<file path="config.mk">
export PLATFORM = sky130hd
export DESIGN_NAME = source_code_tokenizer
export DESIGN_NICKNAME = d
export VERILOG_FILES = /design/src/sv/sct_pkg.sv /design/src/sv/source_code_tokenizer.sv
export SDC_FILE = /design/constraint.sdc
export NUM_CORES = 1
export LEC_CHECK = 0
export ABC_AREA = 1
export BUFFER_PORTS_ARGS = -buffer_cell sky130_fd_sc_hd__buf_2
export CAP_MARGIN = 20
export CORE_MARGIN = 3
export CORE_UTILIZATION = 55
export CTS_BUF_LIST = sky130_fd_sc_hd__clkbuf_8
export DETAILED_ROUTE_END_ITERATION = 10
export PLACE_DENSITY = 0.7
export SETUP_SLACK_MARGIN = 0.15
export SLEW_MARGIN = 30
export SYNTH_ARGS = -nofsm -noshare
export SYNTH_HDL_FRONTEND = slang
export SYNTH_SLANG_ARGS = --single-unit
</file>
<file path="constraint.sdc">
create_clock -name aclk -period 20.7 [get_ports aclk]
set_clock_uncertainty 0.05 [all_clocks]
set_input_delay 6.21 -clock aclk [delete_from_list [all_inputs] [get_ports aclk]]
set_output_delay 6.21 -clock aclk [all_outputs]
set_load 0.05 [all_outputs]
</file>
<file path="src/sv/sct_pkg.sv">
// Shared types, token kind codes and character tables for the source code tokenizer.
// No dependencies; used by source_code_tokenizer and sct_checker.
package sct_pkg;

    localparam int POS_BITS_DEF = 32;
    localparam int LEN_BITS_DEF = 16;
    localparam int KW_BYTES     = 7;
    localparam int KW_COUNT     = 12;
    localparam int OP_COUNT     = 6;
    localparam int PUNCT_COUNT  = 14;

    typedef logic [5:0] kind_t;

    localparam kind_t K_DOT     = 6'd11;
    localparam kind_t K_ASSIGN  = 6'd14;
    localparam kind_t K_EQ_EQ   = 6'd15;
    localparam kind_t K_GT      = 6'd16;
    localparam kind_t K_GT_EQ   = 6'd17;
    localparam kind_t K_LT      = 6'd18;
    localparam kind_t K_LT_EQ   = 6'd19;
    localparam kind_t K_AMP     = 6'd20;
    localparam kind_t K_AND_AND = 6'd21;
    localparam kind_t K_BAR     = 6'd22;
    localparam kind_t K_OR_OR   = 6'd23;
    localparam kind_t K_BANG    = 6'd24;
    localparam kind_t K_NOT_EQ  = 6'd25;
    localparam kind_t K_IDENT   = 6'd38;
    localparam kind_t K_INTLIT  = 6'd39;
    localparam kind_t K_DECLIT  = 6'd40;
    localparam kind_t K_STRLIT  = 6'd41;
    localparam kind_t K_COMMENT = 6'd42;
    localparam kind_t K_UNKNOWN = 6'd43;
    localparam kind_t K_ERROR   = 6'd44;

    localparam logic [7:0] CH_UNDERSCORE = 8'h5F;
    localparam logic [7:0] CH_HASH       = 8'h23;
    localparam logic [7:0] CH_QUOTE      = 8'h22;
    localparam logic [7:0] CH_DOT        = 8'h2E;
    localparam logic [7:0] CH_NEWLINE    = 8'h0A;

    typedef struct packed {
        kind_t       kind;
        logic [31:0] start;
        logic [15:0] length;
    } tok_t;

    localparam logic [55:0] KW_TEXT [KW_COUNT] = '{
        56'h6966,           56'h656C7365,       56'h666F72,         56'h7768696C65,
        56'h66756E63,       56'h696E74,         56'h646F75626C65,   56'h666C6F6174,
        56'h737472696E67,   56'h626F6F6C65616E, 56'h766F6964,       56'h6E756C6C
    };
    localparam int KW_LEN [KW_COUNT] = '{2, 4, 3, 5, 4, 3, 6, 5, 6, 7, 4, 4};
    localparam kind_t KW_KIND [KW_COUNT] = '{
        6'd26, 6'd27, 6'd28, 6'd29, 6'd30, 6'd31, 6'd32, 6'd33, 6'd34, 6'd35, 6'd36, 6'd37
    };

    localparam logic [7:0] OP_FIRST  [OP_COUNT] = '{8'h3D, 8'h3E, 8'h3C, 8'h26, 8'h7C, 8'h21};
    localparam logic [7:0] OP_SECOND [OP_COUNT] = '{8'h3D, 8'h3D, 8'h3D, 8'h26, 8'h7C, 8'h3D};
    localparam kind_t OP_SINGLE [OP_COUNT] = '{K_ASSIGN, K_GT, K_LT, K_AMP, K_BAR, K_BANG};
    localparam kind_t OP_PAIR   [OP_COUNT] = '{K_EQ_EQ, K_GT_EQ, K_LT_EQ, K_AND_AND, K_OR_OR,
                                               K_NOT_EQ};

    localparam logic [7:0] PUNCT [PUNCT_COUNT] = '{
        8'h2B, 8'h2D, 8'h2A, 8'h2F, 8'h28, 8'h29, 8'h5B,
        8'h5D, 8'h7B, 8'h7D, 8'h2C, 8'h2E, 8'h3B, 8'h3A
    };

    function automatic logic is_alpha(input logic [7:0] c);
        return (c >= 8'h61 && c <= 8'h7A) || (c >= 8'h41 && c <= 8'h5A);
    endfunction

    function automatic logic is_digit(input logic [7:0] c);
        return c >= 8'h30 && c <= 8'h39;
    endfunction

    function automatic logic is_space(input logic [7:0] c);
        return c == 8'h20 || (c >= 8'h09 && c <= 8'h0D);
    endfunction

    function automatic logic is_word(input logic [7:0] c);
        return is_alpha(c) || is_digit(c) || c == CH_UNDERSCORE;
    endfunction

endpackage

</file>
<file path="src/sv/source_code_tokenizer.sv">
// A byte's tokens enter the result queue as it is accepted; m_ shows the queue head.
// Throughput: one byte per cycle unless stalled; a byte that closes one token and makes
// another pushes two entries to a four-entry result queue that stalls input above two.
// Reset: synchronous active-low aresetn returns to idle at offset zero and empties the queue.
// Streaming tokenizer top level: mode update, keyword match and result queue.
// Depends on sct_pkg.
module source_code_tokenizer #(
    parameter int POS_BITS = sct_pkg::POS_BITS_DEF,
    parameter int LEN_BITS = sct_pkg::LEN_BITS_DEF
) (
    input  logic        aclk,
    input  logic        aresetn,
    input  logic        s_valid,
    output logic        s_ready,
    input  logic [7:0]  s_char_byte,
    input  logic        s_end_of_input,
    output logic        m_valid,
    input  logic        m_ready,
    output logic [5:0]  m_token_kind,
    output logic [31:0] m_token_start,
    output logic [15:0] m_token_length,
    output logic        m_last_of_run
);

    typedef enum logic [2:0] {
        MODE_IDLE, MODE_IDENT, MODE_NUMBER, MODE_STRING, MODE_COMMENT, MODE_OPER
    } mode_t;

    typedef struct packed {
        logic          v;
        sct_pkg::tok_t tok;
    } res_t;

    typedef struct packed {
        sct_pkg::tok_t tok;
        logic          last;
    } qent_t;

    localparam int QDEPTH = 4;
    localparam int QCW    = $clog2(QDEPTH + 1);
    localparam logic [LEN_BITS-1:0] LEN_MAX = '1;

    mode_t               mode_reg, mode_next;
    logic [2:0]          pend_reg, pend_next;
    logic                dec_reg, dec_next;
    logic [POS_BITS-1:0] start_reg, start_next;
    logic [POS_BITS-1:0] offset_reg, offset_next;
    logic [55:0]         kw_reg, kw_next;
    logic [LEN_BITS-1:0] cnt_reg, cnt_next;
    qent_t               q_reg [QDEPTH];
    qent_t               q_next [QDEPTH];
    logic [QCW-1:0]      qcnt_reg, qcnt_next;

    logic          s_accept;
    logic          pop;
    logic          consumed;
    logic          op_hit, punct_hit;
    logic [2:0]    op_idx;
    logic [3:0]    punct_idx;
    res_t          p1, p2, p3;
    sct_pkg::tok_t r0, r1;
    logic [1:0]    nres, push_n;
    logic [QCW-1:0] base;

    function automatic logic [31:0] pos32(input logic [POS_BITS-1:0] p);
        logic [47:0] w;
        w = 48'(p);
        return w[31:0];
    endfunction

    function automatic logic [15:0] len16(input logic [LEN_BITS-1:0] n);
        logic [31:0] w;
        w = 32'(n);
        return w[15:0];
    endfunction

    function automatic logic [LEN_BITS-1:0] sat_inc(input logic [LEN_BITS-1:0] n);
        return (n == LEN_MAX) ? n : n + LEN_BITS'(1);
    endfunction

    function automatic sct_pkg::kind_t kw_kind(input logic [55:0] kb,
                                               input logic [LEN_BITS-1:0] n);
        sct_pkg::kind_t k;
        k = sct_pkg::K_IDENT;
        for (int i = sct_pkg::KW_COUNT - 1; i >= 0; i--) begin
            if (n == LEN_BITS'(sct_pkg::KW_LEN[i]) && kb == sct_pkg::KW_TEXT[i]) begin
                k = sct_pkg::KW_KIND[i];
            end
        end
        return k;
    endfunction

    function automatic res_t flush_tok(input mode_t md, input logic [2:0] pe, input logic dc,
                                       input logic [POS_BITS-1:0] sp, input logic [55:0] kb,
                                       input logic [LEN_BITS-1:0] n);
        res_t f;
        logic [2:0] oi;
        oi = pe - 3'd1;
        f.v = 1'b1;
        f.tok.kind = sct_pkg::K_IDENT;
        f.tok.start = pos32(sp);
        f.tok.length = len16(n);
        case (md)
            MODE_IDENT: begin
                f.tok.kind = kw_kind(kb, n);
            end
            MODE_NUMBER: begin
                f.tok.kind = dc ? sct_pkg::K_DECLIT : sct_pkg::K_INTLIT;
            end
            MODE_STRING: begin
                f.tok.kind = sct_pkg::K_ERROR;
            end
            MODE_COMMENT: begin
                f.tok.kind = sct_pkg::K_COMMENT;
            end
            MODE_OPER: begin
                if (pe >= 3'd1 && pe <= 3'd6) begin
                    f.tok.kind = sct_pkg::OP_SINGLE[oi];
                    f.tok.length = 16'd1;
                end else begin
                    f.v = 1'b0;
                end
            end
            default: begin
                f.v = 1'b0;
            end
        endcase
        return f;
    endfunction

    always_comb begin
        op_hit = 1'b0;
        op_idx = '0;
        for (int i = sct_pkg::OP_COUNT - 1; i >= 0; i--) begin
            if (s_char_byte == sct_pkg::OP_FIRST[i]) begin
                op_hit = 1'b1;
                op_idx = 3'(i);
            end
        end
        punct_hit = 1'b0;
        punct_idx = '0;
        for (int i = sct_pkg::PUNCT_COUNT - 1; i >= 0; i--) begin
            if (s_char_byte == sct_pkg::PUNCT[i]) begin
                punct_hit = 1'b1;
                punct_idx = 4'(i);
            end
        end
    end

    always_comb begin
        logic [2:0] pi;
        mode_next   = mode_reg;
        pend_next   = pend_reg;
        dec_next    = dec_reg;
        start_next  = start_reg;
        kw_next     = kw_reg;
        cnt_next    = cnt_reg;
        consumed    = 1'b0;
        p1          = '0;
        p2          = '0;
        p3          = '0;
        pi          = pend_reg - 3'd1;

        case (mode_reg)
            MODE_IDENT: begin
                if (sct_pkg::is_word(s_char_byte)) begin
                    if (cnt_reg < LEN_BITS'(sct_pkg::KW_BYTES)) begin
                        kw_next = {kw_reg[47:0], s_char_byte};
                    end
                    cnt_next = sat_inc(cnt_reg);
                    consumed = 1'b1;
                end else begin
                    p1 = flush_tok(mode_reg, pend_reg, dec_reg, start_reg, kw_reg, cnt_reg);
                    mode_next = MODE_IDLE;
                    pend_next = '0;
                end
            end
            MODE_NUMBER: begin
                if (sct_pkg::is_digit(s_char_byte)) begin
                    cnt_next = sat_inc(cnt_reg);
                    consumed = 1'b1;
                end else if (s_char_byte == sct_pkg::CH_DOT && !dec_reg) begin
                    dec_next = 1'b1;
                    cnt_next = sat_inc(cnt_reg);
                    consumed = 1'b1;
                end else begin
                    p1 = flush_tok(mode_reg, pend_reg, dec_reg, start_reg, kw_reg, cnt_reg);
                    mode_next = MODE_IDLE;
                    pend_next = '0;
                end
            end
            MODE_OPER: begin
                if (pend_reg >= 3'd1 && pend_reg <= 3'd6 &&
                    s_char_byte == sct_pkg::OP_SECOND[pi]) begin
                    p1.v = 1'b1;
                    p1.tok.kind = sct_pkg::OP_PAIR[pi];
                    p1.tok.start = pos32(start_reg);
                    p1.tok.length = 16'd2;
                    consumed = 1'b1;
                end else begin
                    p1 = flush_tok(mode_reg, pend_reg, dec_reg, start_reg, kw_reg, cnt_reg);
                end
                mode_next = MODE_IDLE;
                pend_next = '0;
            end
            MODE_STRING: begin
                if (s_char_byte == sct_pkg::CH_QUOTE) begin
                    p1.v = 1'b1;
                    p1.tok.kind = sct_pkg::K_STRLIT;
                    p1.tok.start = pos32(start_reg);
                    p1.tok.length = len16(cnt_reg);
                    mode_next = MODE_IDLE;
                end else begin
                    cnt_next = sat_inc(cnt_reg);
                end
                consumed = 1'b1;
            end
            MODE_COMMENT: begin
                if (s_char_byte == sct_pkg::CH_NEWLINE) begin
                    p1 = flush_tok(mode_reg, pend_reg, dec_reg, start_reg, kw_reg, cnt_reg);
                    mode_next = MODE_IDLE;
                    pend_next = '0;
                end else begin
                    cnt_next = sat_inc(cnt_reg);
                    consumed = 1'b1;
                end
            end
            default: begin
                mode_next = MODE_IDLE;
            end
        endcase

        if (!consumed && !sct_pkg::is_space(s_char_byte)) begin
            if (sct_pkg::is_alpha(s_char_byte) || s_char_byte == sct_pkg::CH_UNDERSCORE ||
                sct_pkg::is_digit(s_char_byte) || s_char_byte == sct_pkg::CH_QUOTE ||
                s_char_byte == sct_pkg::CH_HASH || op_hit) begin
                start_next = offset_reg;
                cnt_next   = LEN_BITS'(1);
                kw_next    = '0;
                dec_next   = 1'b0;
                pend_next  = '0;
                if (sct_pkg::is_alpha(s_char_byte) ||
                    s_char_byte == sct_pkg::CH_UNDERSCORE) begin
                    mode_next = MODE_IDENT;
                    kw_next   = {48'd0, s_char_byte};
                end else if (sct_pkg::is_digit(s_char_byte)) begin
                    mode_next = MODE_NUMBER;
                end else if (s_char_byte == sct_pkg::CH_QUOTE) begin
                    mode_next  = MODE_STRING;
                    start_next = offset_reg + POS_BITS'(1);
                    cnt_next   = '0;
                end else if (s_char_byte == sct_pkg::CH_HASH) begin
                    mode_next = MODE_COMMENT;
                end else begin
                    mode_next = MODE_OPER;
                    pend_next = op_idx + 3'd1;
                end
            end else begin
                p2.v = 1'b1;
                p2.tok.kind = punct_hit ? sct_pkg::kind_t'(punct_idx) : sct_pkg::K_UNKNOWN;
                p2.tok.start = pos32(offset_reg);
                p2.tok.length = 16'd1;
            end
        end

        if (s_end_of_input) begin
            p3 = flush_tok(mode_next, pend_next, dec_next, start_next, kw_next, cnt_next);
            mode_next   = MODE_IDLE;
            pend_next   = '0;
            offset_next = '0;
        end else begin
            offset_next = offset_reg + POS_BITS'(1);
        end
    end

    always_comb begin
        r0   = p1.v ? p1.tok : (p2.v ? p2.tok : p3.tok);
        r1   = (p1.v && p2.v) ? p2.tok : p3.tok;
        nres = 2'(p1.v) + 2'(p2.v) + 2'(p3.v);
    end

    assign s_accept = s_valid && s_ready;
    assign pop      = m_valid && m_ready;
    assign push_n   = s_accept ? nres : 2'd0;
    assign base     = qcnt_reg - QCW'(pop);

    always_comb begin
        for (int i = 0; i < QDEPTH; i++) begin
            q_next[i] = q_reg[i];
        end
        if (pop) begin
            for (int i = 0; i < QDEPTH - 1; i++) begin
                q_next[i] = q_reg[i + 1];
            end
        end
        for (int i = 0; i < QDEPTH; i++) begin
            if (push_n != 2'd0 && base == QCW'(i)) begin
                q_next[i] = '{tok: r0, last: push_n == 2'd1};
            end
            if (push_n == 2'd2 && base + QCW'(1) == QCW'(i)) begin
                q_next[i] = '{tok: r1, last: 1'b1};
            end
        end
        qcnt_next = base + QCW'(push_n);
    end

    always_ff @(posedge aclk) begin
        if (!aresetn) begin
            mode_reg   <= MODE_IDLE;
            pend_reg   <= '0;
            dec_reg    <= 1'b0;
            start_reg  <= '0;
            offset_reg <= '0;
            kw_reg     <= '0;
            cnt_reg    <= '0;
            qcnt_reg   <= '0;
        end else begin
            if (s_accept) begin
                mode_reg   <= mode_next;
                pend_reg   <= pend_next;
                dec_reg    <= dec_next;
                start_reg  <= start_next;
                offset_reg <= offset_next;
                kw_reg     <= kw_next;
                cnt_reg    <= cnt_next;
            end
            qcnt_reg <= qcnt_next;
        end
    end

    always_ff @(posedge aclk) begin
        for (int i = 0; i < QDEPTH; i++) begin
            q_reg[i] <= q_next[i];
        end
    end

    assign s_ready        = qcnt_reg <= QCW'(QDEPTH - 2);
    assign m_valid        = qcnt_reg != '0;
    assign m_token_kind   = q_reg[0].tok.kind;
    assign m_token_start  = q_reg[0].tok.start;
    assign m_token_length = q_reg[0].tok.length;
    assign m_last_of_run  = q_reg[0].last;

endmodule

</file>
==> out/results.tsv, run 1 <==
stage	metric	value	unit
clock_tree	Clk Latency, worst-skew pair	0.65	ns
die	Initial Utilization	0.559	
clock_tree	Resized Gates After CTS	0	
logic_synthesis	cell area after synthesis	24800	um2
die	die area	47600	um2
cells_and_area	max FFs per register	220	
cells_and_area	area grow syn2layout	7.41	%
routing	DRC violations left	0	
die	row count	77	
place	DP Wirelength	63000	um
logic_synthesis	post-synthesis register bit count	366	
hold_path	Hold Crit Class	flip-flop to flip-flop	
critical_path	Max stage delay on crit path	0.60	ns
clock_tree	CTS H-Tree Depth	3	
logic_synthesis	syn nets	3593	
hold_path	hold depth	2	
cells_and_area	share of cells above drive strength 1	0.0970	
die	# IOs	70	
logic_synthesis	Synth Warn #	0	
cells_and_area	Fillers	4217	
clock_tree	clock net sink count	366	
clock_tree	CTS Buffer Depth	3	
cells_and_area	fin cells	4180	
timing	Relative slew margins	0.218	
logic_synthesis	Seq/Total Area, Yosys	0.383	
critical_path	critical path's slowest cell	nand3_2	
cells_and_area	# nets final	3561	
routing	WL final	84500	um
critical_path	crit path max fanout	70	
clock_tree	Reg clk slew, reported paths	0.06	ns
routing	Antenna Nets Post-Route	0	
logic_synthesis	Unique masters post-synth	63	
pwr	peak supply drop	0.156	mV
routing	drt pass-1 iters	6	
pwr	pwr dens	121	nW/um2
place	Placed Cells	4057	
timing	RSZ-0062 raised after global routing	no	
logic_synthesis	synthesized instance count	3566	
timing	Fin. Hold Viols	0	
pwr	leakage	10.5	nW
die	Die Y	218	um
place	number of I/O port buffers	69	
cells_and_area	area of the multi-input gates	13100	um2
clock_tree	clk root buf	clkbuf_8	
die	core area	44300	um2
timing	Max Clk Rate	0.0769	GHz
clock_tree	# Post-CTS Setup Buffers	0	
global_route	pin count of the biggest net entering global routing	88	
pwr	Design Power	0.00323	W
clock_tree	CTS tree	done	
global_route	initial antenna violation count	0	
logic_synthesis	async set-reset flop share out of synthesis	0	
timing	clock period minus final worst setup slack	13.01	ns
cells_and_area	Register Area	9490	um2
logic_synthesis	Post-synth EDFFs	216	
clock_tree	CTS Hold Bufs	0	
global_route	GRT Util Overall	0.347	
run_status	status	finished clean	
timing	Least-Margin Pin Slew	1.17	ns
timing	setup TNS	0	ns
clock_tree	Num CTS Buffers	67	
critical_path	Setup Crit Path Kind	input pin to flip-flop	
routing	via count	25500	
critical_path	cells on worst reg2reg path	30	
timing	Final Setup Violations	0	
place	Final GP Congestion	0.988	
cells_and_area	diode count	0	
global_route	grt total ovfl	0	
job	max cap viols	0	
critical_path	critical path launch point type	input pin	
critical_path	Worst EP arrival	13.32	ns
global_route	first-pass GRT wire length	131000	um
logic_synthesis	Avg Cell Area, Syn	6.94	um2
routing	DR WL/cell	20.2	um
logic_synthesis	ys flop type	edfxtp_1	
routing	Initial DRC Count	3735	
cells_and_area	fin util	0.600	
timing	pins over their slew limit	0	
critical_path	CP Capture Type	flip-flop	
routing	via/cell ratio	6.11	
timing	period utilization	0.629	
die	Die X	218	um
critical_path	CP required	21.01	ns
global_route	vias in the first global route	22900	
-- kinds of logic after synthesis --
family | Yosys count | synth area share
AOI/OAI and AO/OA | 892 | 0.203
xor gates and xnor gates | 32 | 0.0113
adders and majority gates | 14 | 0.00768
buffers and inverters | 573 | 0.0928
DFF | 366 | 0.383
muxes | 14 | 0.00566
and+or+nand+nor | 1675 | 0.296
-- report_power, final --
part | switching [W] | internal [W] | total, W
Sequential | 0.0000943 | 0.00111 | 0.00121
Combinational | 0.000991 | 0.000332 | 0.00132
Clock | 0.000332 | 0.000365 | 0.000698
Total | 0.00142 | 0.00181 | 0.00323
-- area by class of cell --
cell class,count,share of cell area
clock inverter,51,0.0127
timing repair buffer,100,0.0217
inverter,372,0.0527
multi-input combinational,2627,0.491
clock buffer,72,0.0373
tap,592,0.0278
sequential,366,0.357
-- worst max-delay path: cells and delay by family --
kind	cells	cell delay (ns)
AOI/OAI and AO/OA	4	1.05
adders and majority gates	1	0.54
buffers and inverters	11	2.68
and+or+nand+nor	14	2.80
-- synthesized netlist by cell type (3+ instances only) --
library cell / count / area, um2
o21a_1: 10 / 75.1
buf_2: 18 / 90.1
buf_1: 11 / 41.3
nand2_1: 726 / 2730
dfxtp_1: 150 / 3000
clkinv_1: 9 / 33.8
nor2_2: 25 / 156
o21ai_0: 339 / 1700
nand3_1: 201 / 1010
buf_4: 6 / 45.0
buf_6: 13 / 146
nor3_1: 75 / 375
o21ai_2: 13 / 114
xor2_1: 30 / 263
nand2_8: 3 / 60.1
o31ai_1: 18 / 135
and3_1: 3 / 18.8
ha_1: 12 / 150
mux2i_1: 14 / 140
edfxtp_1: 216 / 6490
a22oi_1: 20 / 150
and2_1: 3 / 18.8
or2_2: 16 / 100
nor2_1: 472 / 1770
nand4_1: 71 / 444
o41ai_1: 3 / 26.3
nor2_4: 9 / 101
o211ai_1: 17 / 128
o21ai_1: 40 / 200
a211oi_1: 32 / 240
o22ai_1: 140 / 876
o311ai_0: 3 / 26.3
nand2_2: 19 / 119
nor4_1: 26 / 163
nand3b_1: 8 / 60.1
clkbuf_1: 152 / 571
nand3_2: 7 / 70.1
nor3b_1: 3 / 22.5
inv_1: 337 / 1260
o21bai_1: 3 / 22.5
a22o_1: 3 / 26.3
a21oi_1: 236 / 1180
inv_2: 25 / 93.8
-- per-stage QoR --
step	setup slack [ns]	hold WS (ns)	area, um2
floorplan	8.75	0.395	24800
global placement	7.47	0.403	25200
detailed placement	7.17	0.412	25300
CTS	7.82	0.420	26600
global route	7.19	0.449	26600
finish	7.69	0.420	26600
-- cells in the final DEF, fill, tap and decap left out, drive strengths merged, types with 3 or more instances in the layout --
master	synthesis	routed
xor2	30	30
nor2	506	506
nor3b	3	3
a211oi	32	32
o211ai	17	17
o41ai	3	3
and2	3	3
o21bai	3	3
edfxtp	216	216
nand3b	8	8
a21oi	239	239
bufinv	0	3
nand4	73	73
o31ai	18	18
o21a	10	10
a22o	3	3
or2	17	17
o22ai	140	140
dfxtp	150	150
inv	363	388
clkinvlp	0	4
clkbuf	153	72
a22oi	21	21
mux2i	14	14
clkinv	9	28
nand2	750	750
nand3	210	210
o21ai	392	392
nor3	76	76
buf	48	100
o311ai	3	3
and3	3	3
ha	12	12
nor4	26	26
-- per-layer routing --
metal	vias up	share of wire	track usage
li1	12100	-	-
met1	11800	0.45	0.531
met2	1489	0.41	0.489
met3	131	0.12	0.0808
met4	0	0.021	0.0922
met5	-	0	0
-- worst paths after layout --
check | start | slack (ns) | end
max | s_char_byte[7] | 7.69 | q_reg[2][35]
min | dec_reg | 0.42 | dec_reg
max reg2reg | pend_reg[0] | 13.24 | q_reg[2][35]
min reg2reg | dec_reg | 0.42 | dec_reg
Power figures use the tool's default switching activity.
==> inputs of run 2 (changes only) <==
==> constraint.sdc (replaced) <==
create_clock -name aclk -period 13.3 [get_ports aclk]
set_clock_uncertainty 0.05 [all_clocks]
set_input_delay 3.99 -clock aclk [delete_from_list [all_inputs] [get_ports aclk]]
set_output_delay 3.99 -clock aclk [all_outputs]
set_load 0.05 [all_outputs]
==> out/results.tsv, run 2 (synthesis gave the netlist of run 1 again) <==
stage	metric	value	unit
die	core area	44300	um2
critical_path	critical path launch point type	input pin	
critical_path	Bufs and invs on worst path	11	
critical_path	Most common cell on crit path	inv_2	
pwr	Switch Pwr	0.00219	W
routing	DR WL/cell	20.2	um
hold_path	Hold Crit Class	flip-flop to flip-flop	
critical_path	Max stage delay on crit path	0.67	ns
die	row count	77	
cells_and_area	Fillers	4220	
global_route	first-pass GRT wire length	130000	um
pwr	leakage	10.5	nW
clock_tree	# Post-CTS Setup Buffers	0	
clock_tree	clock net sink count	366	
critical_path	crit path max fanout	54	
global_route	initial antenna violation count	1	
hold_path	WHS Endpoint	dec_reg	
global_route	pin count of the biggest net entering global routing	103	
critical_path	CP required	13.64	ns
hold_path	Hold Startpoint	dec_reg	
critical_path	R2R Setup Slk	5.63	ns
routing	via/cell ratio	6.15	
critical_path	Setup Crit Path Kind	input pin to flip-flop	
clock_tree	Reg clk slew, reported paths	0.06	ns
routing	drt pass-1 iters	6	
timing	period utilization	0.831	
global_route	vias in the first global route	22700	
critical_path	r2r startpoint	pend_reg[0]	
place	number of I/O port buffers	69	
timing	final worst slack	2.25	ns
die	Initial Utilization	0.559	
die	die area	47600	um2
place	Final GP Congestion	1.03	
clock_tree	CTS H-Tree Depth	3	
hold_path	hold depth	2	
clock_tree	CTS Hold Bufs	0	
routing	via count	25700	
cells_and_area	area grow syn2layout	6.98	%
clock_tree	Num CTS Buffers	66	
timing	clock period minus final worst setup slack	11.05	ns
clock_tree	Clk Latency, worst-skew pair	0.65	ns
timing	RSZ-0062 raised after global routing	no	
die	Die X	218	um
job	max cap viols	0	
pwr	Sequential Power Share	0.380	
die	Die Y	218	um
pwr	internal power	0.00275	W
clock_tree	Resized Gates After CTS	0	
timing	pins over their slew limit	0	
timing	Final Setup Violations	0	
pwr	peak supply drop	0.231	mV
run_status	status	finished clean	
global_route	GRT Util Overall	0.346	
timing	Least-Margin Pin Slew	0.968	ns
critical_path	cells on worst reg2reg path	31	
timing	Fin. Hold Viols	0	
global_route	grt total ovfl	0	
cells_and_area	fin util	0.598	
routing	Antenna Nets Post-Route	0	
pwr	pwr dens	186	nW/um2
timing	setup TNS	0	ns
clock_tree	clk root buf	clkbuf_8	
pwr	clock network power share	0.202	
pwr	combinational power share	0.418	
cells_and_area	max FFs per register	220	
clock_tree	CTS Buffer Depth	3	
cells_and_area	# nets final	3562	
pwr	Net Sw Frac	0.443	
place	DP Wirelength	63100	um
critical_path	Worst EP arrival	11.40	ns
cells_and_area	share of cells above drive strength 1	0.0923	
routing	WL final	84400	um
clock_tree	CTS tree	done	
timing	Relative slew margins	0.347	
cells_and_area	most frequent cells in the layout	nand2_1, nor2_1, inv_1, o21ai_0, a21oi_1	
die	# IOs	70	
routing	Initial DRC Count	3722	
timing	Max Clk Rate	0.0905	GHz
timing	Fin Hold WS	0.427	ns
critical_path	critical path's slowest cell	o41ai_1	
critical_path	top cell family by delay on the critical path	simple AND/OR/NAND/NOR gates	
critical_path	CP Capture Type	flip-flop	
cells_and_area	most common cell after layout, fill and taps aside	nand2_1	
critical_path	worst r2r dst	q_reg[1][40]	
place	DP Worst Slack	1.70	ns
routing	DRC violations left	0	
run 2: cell type report:
type                            instances  area, um2  share of cell area
Sequential cell                       366       9490               0.358
Tap cell                              592        741              0.0280
Multi-Input combinational cell       2627      13100               0.493
Clock inverter                         47        214             0.00808
Inverter                              372       1400              0.0529
Antenna cell                            2       5.00            0.000189
Timing Repair Buffer                  102        613              0.0231
Clock buffer                           71        977              0.0369
run 2: through the flow:
step / total power [W] / instance area [um2] / cells
2_1_floorplan: 0.00338 / 24800 / 3566
3_3_place_gp: 0.00386 / 25300 / 4058
3_5_place_dp: 0.00391 / 25300 / 4058
4_1_cts: 0.00490 / 26500 / 4176
5_1_grt: 0.00521 / 26500 / 4177
6_report: 0.00493 / 26500 / 4179
run 2: worst min-delay path, cell delays in order, from the launching register on:
cell and delay, ns:
dfxtp_1 0.31, nand2_1 0.06, a21oi_1 0.06
run 2: how the worst max path moves through the flow:
stage,startpoint,end,cells past startpoint
after detailed placement,s_char_byte[7],q_reg[3][25],29
after floorplan,s_char_byte[1],q_reg[0][10],30
final,s_char_byte[4],q_reg[1][40],32
after global placement,s_char_byte[7],q_reg[1][40],32
after global routing,s_char_byte[4],q_reg[1][39],32
after CTS,s_char_byte[7],q_reg[3][41],29
run 2: power by group through the flow:
stage | sequential [W] | combinational, W | clock [W]
2_1_floorplan | 0.00218 | 0.00120 | 0
3_3_place_gp | 0.00189 | 0.00197 | 0
3_5_place_dp | 0.00189 | 0.00202 | 0
4_1_cts | 0.00187 | 0.00203 | 0.00100
5_1_grt | 0.00190 | 0.00225 | 0.00106
6_report | 0.00188 | 0.00206 | 0.000995
run 2: routing by layer:
| metal | part of all wire | track usage |
|---|---|---|
| met2 | 0.41 | 0.489 |
| met4 | 0.025 | 0.101 |
| met1 | 0.45 | 0.532 |
| met3 | 0.12 | 0.0674 |
| met5 | 0 | 0 |
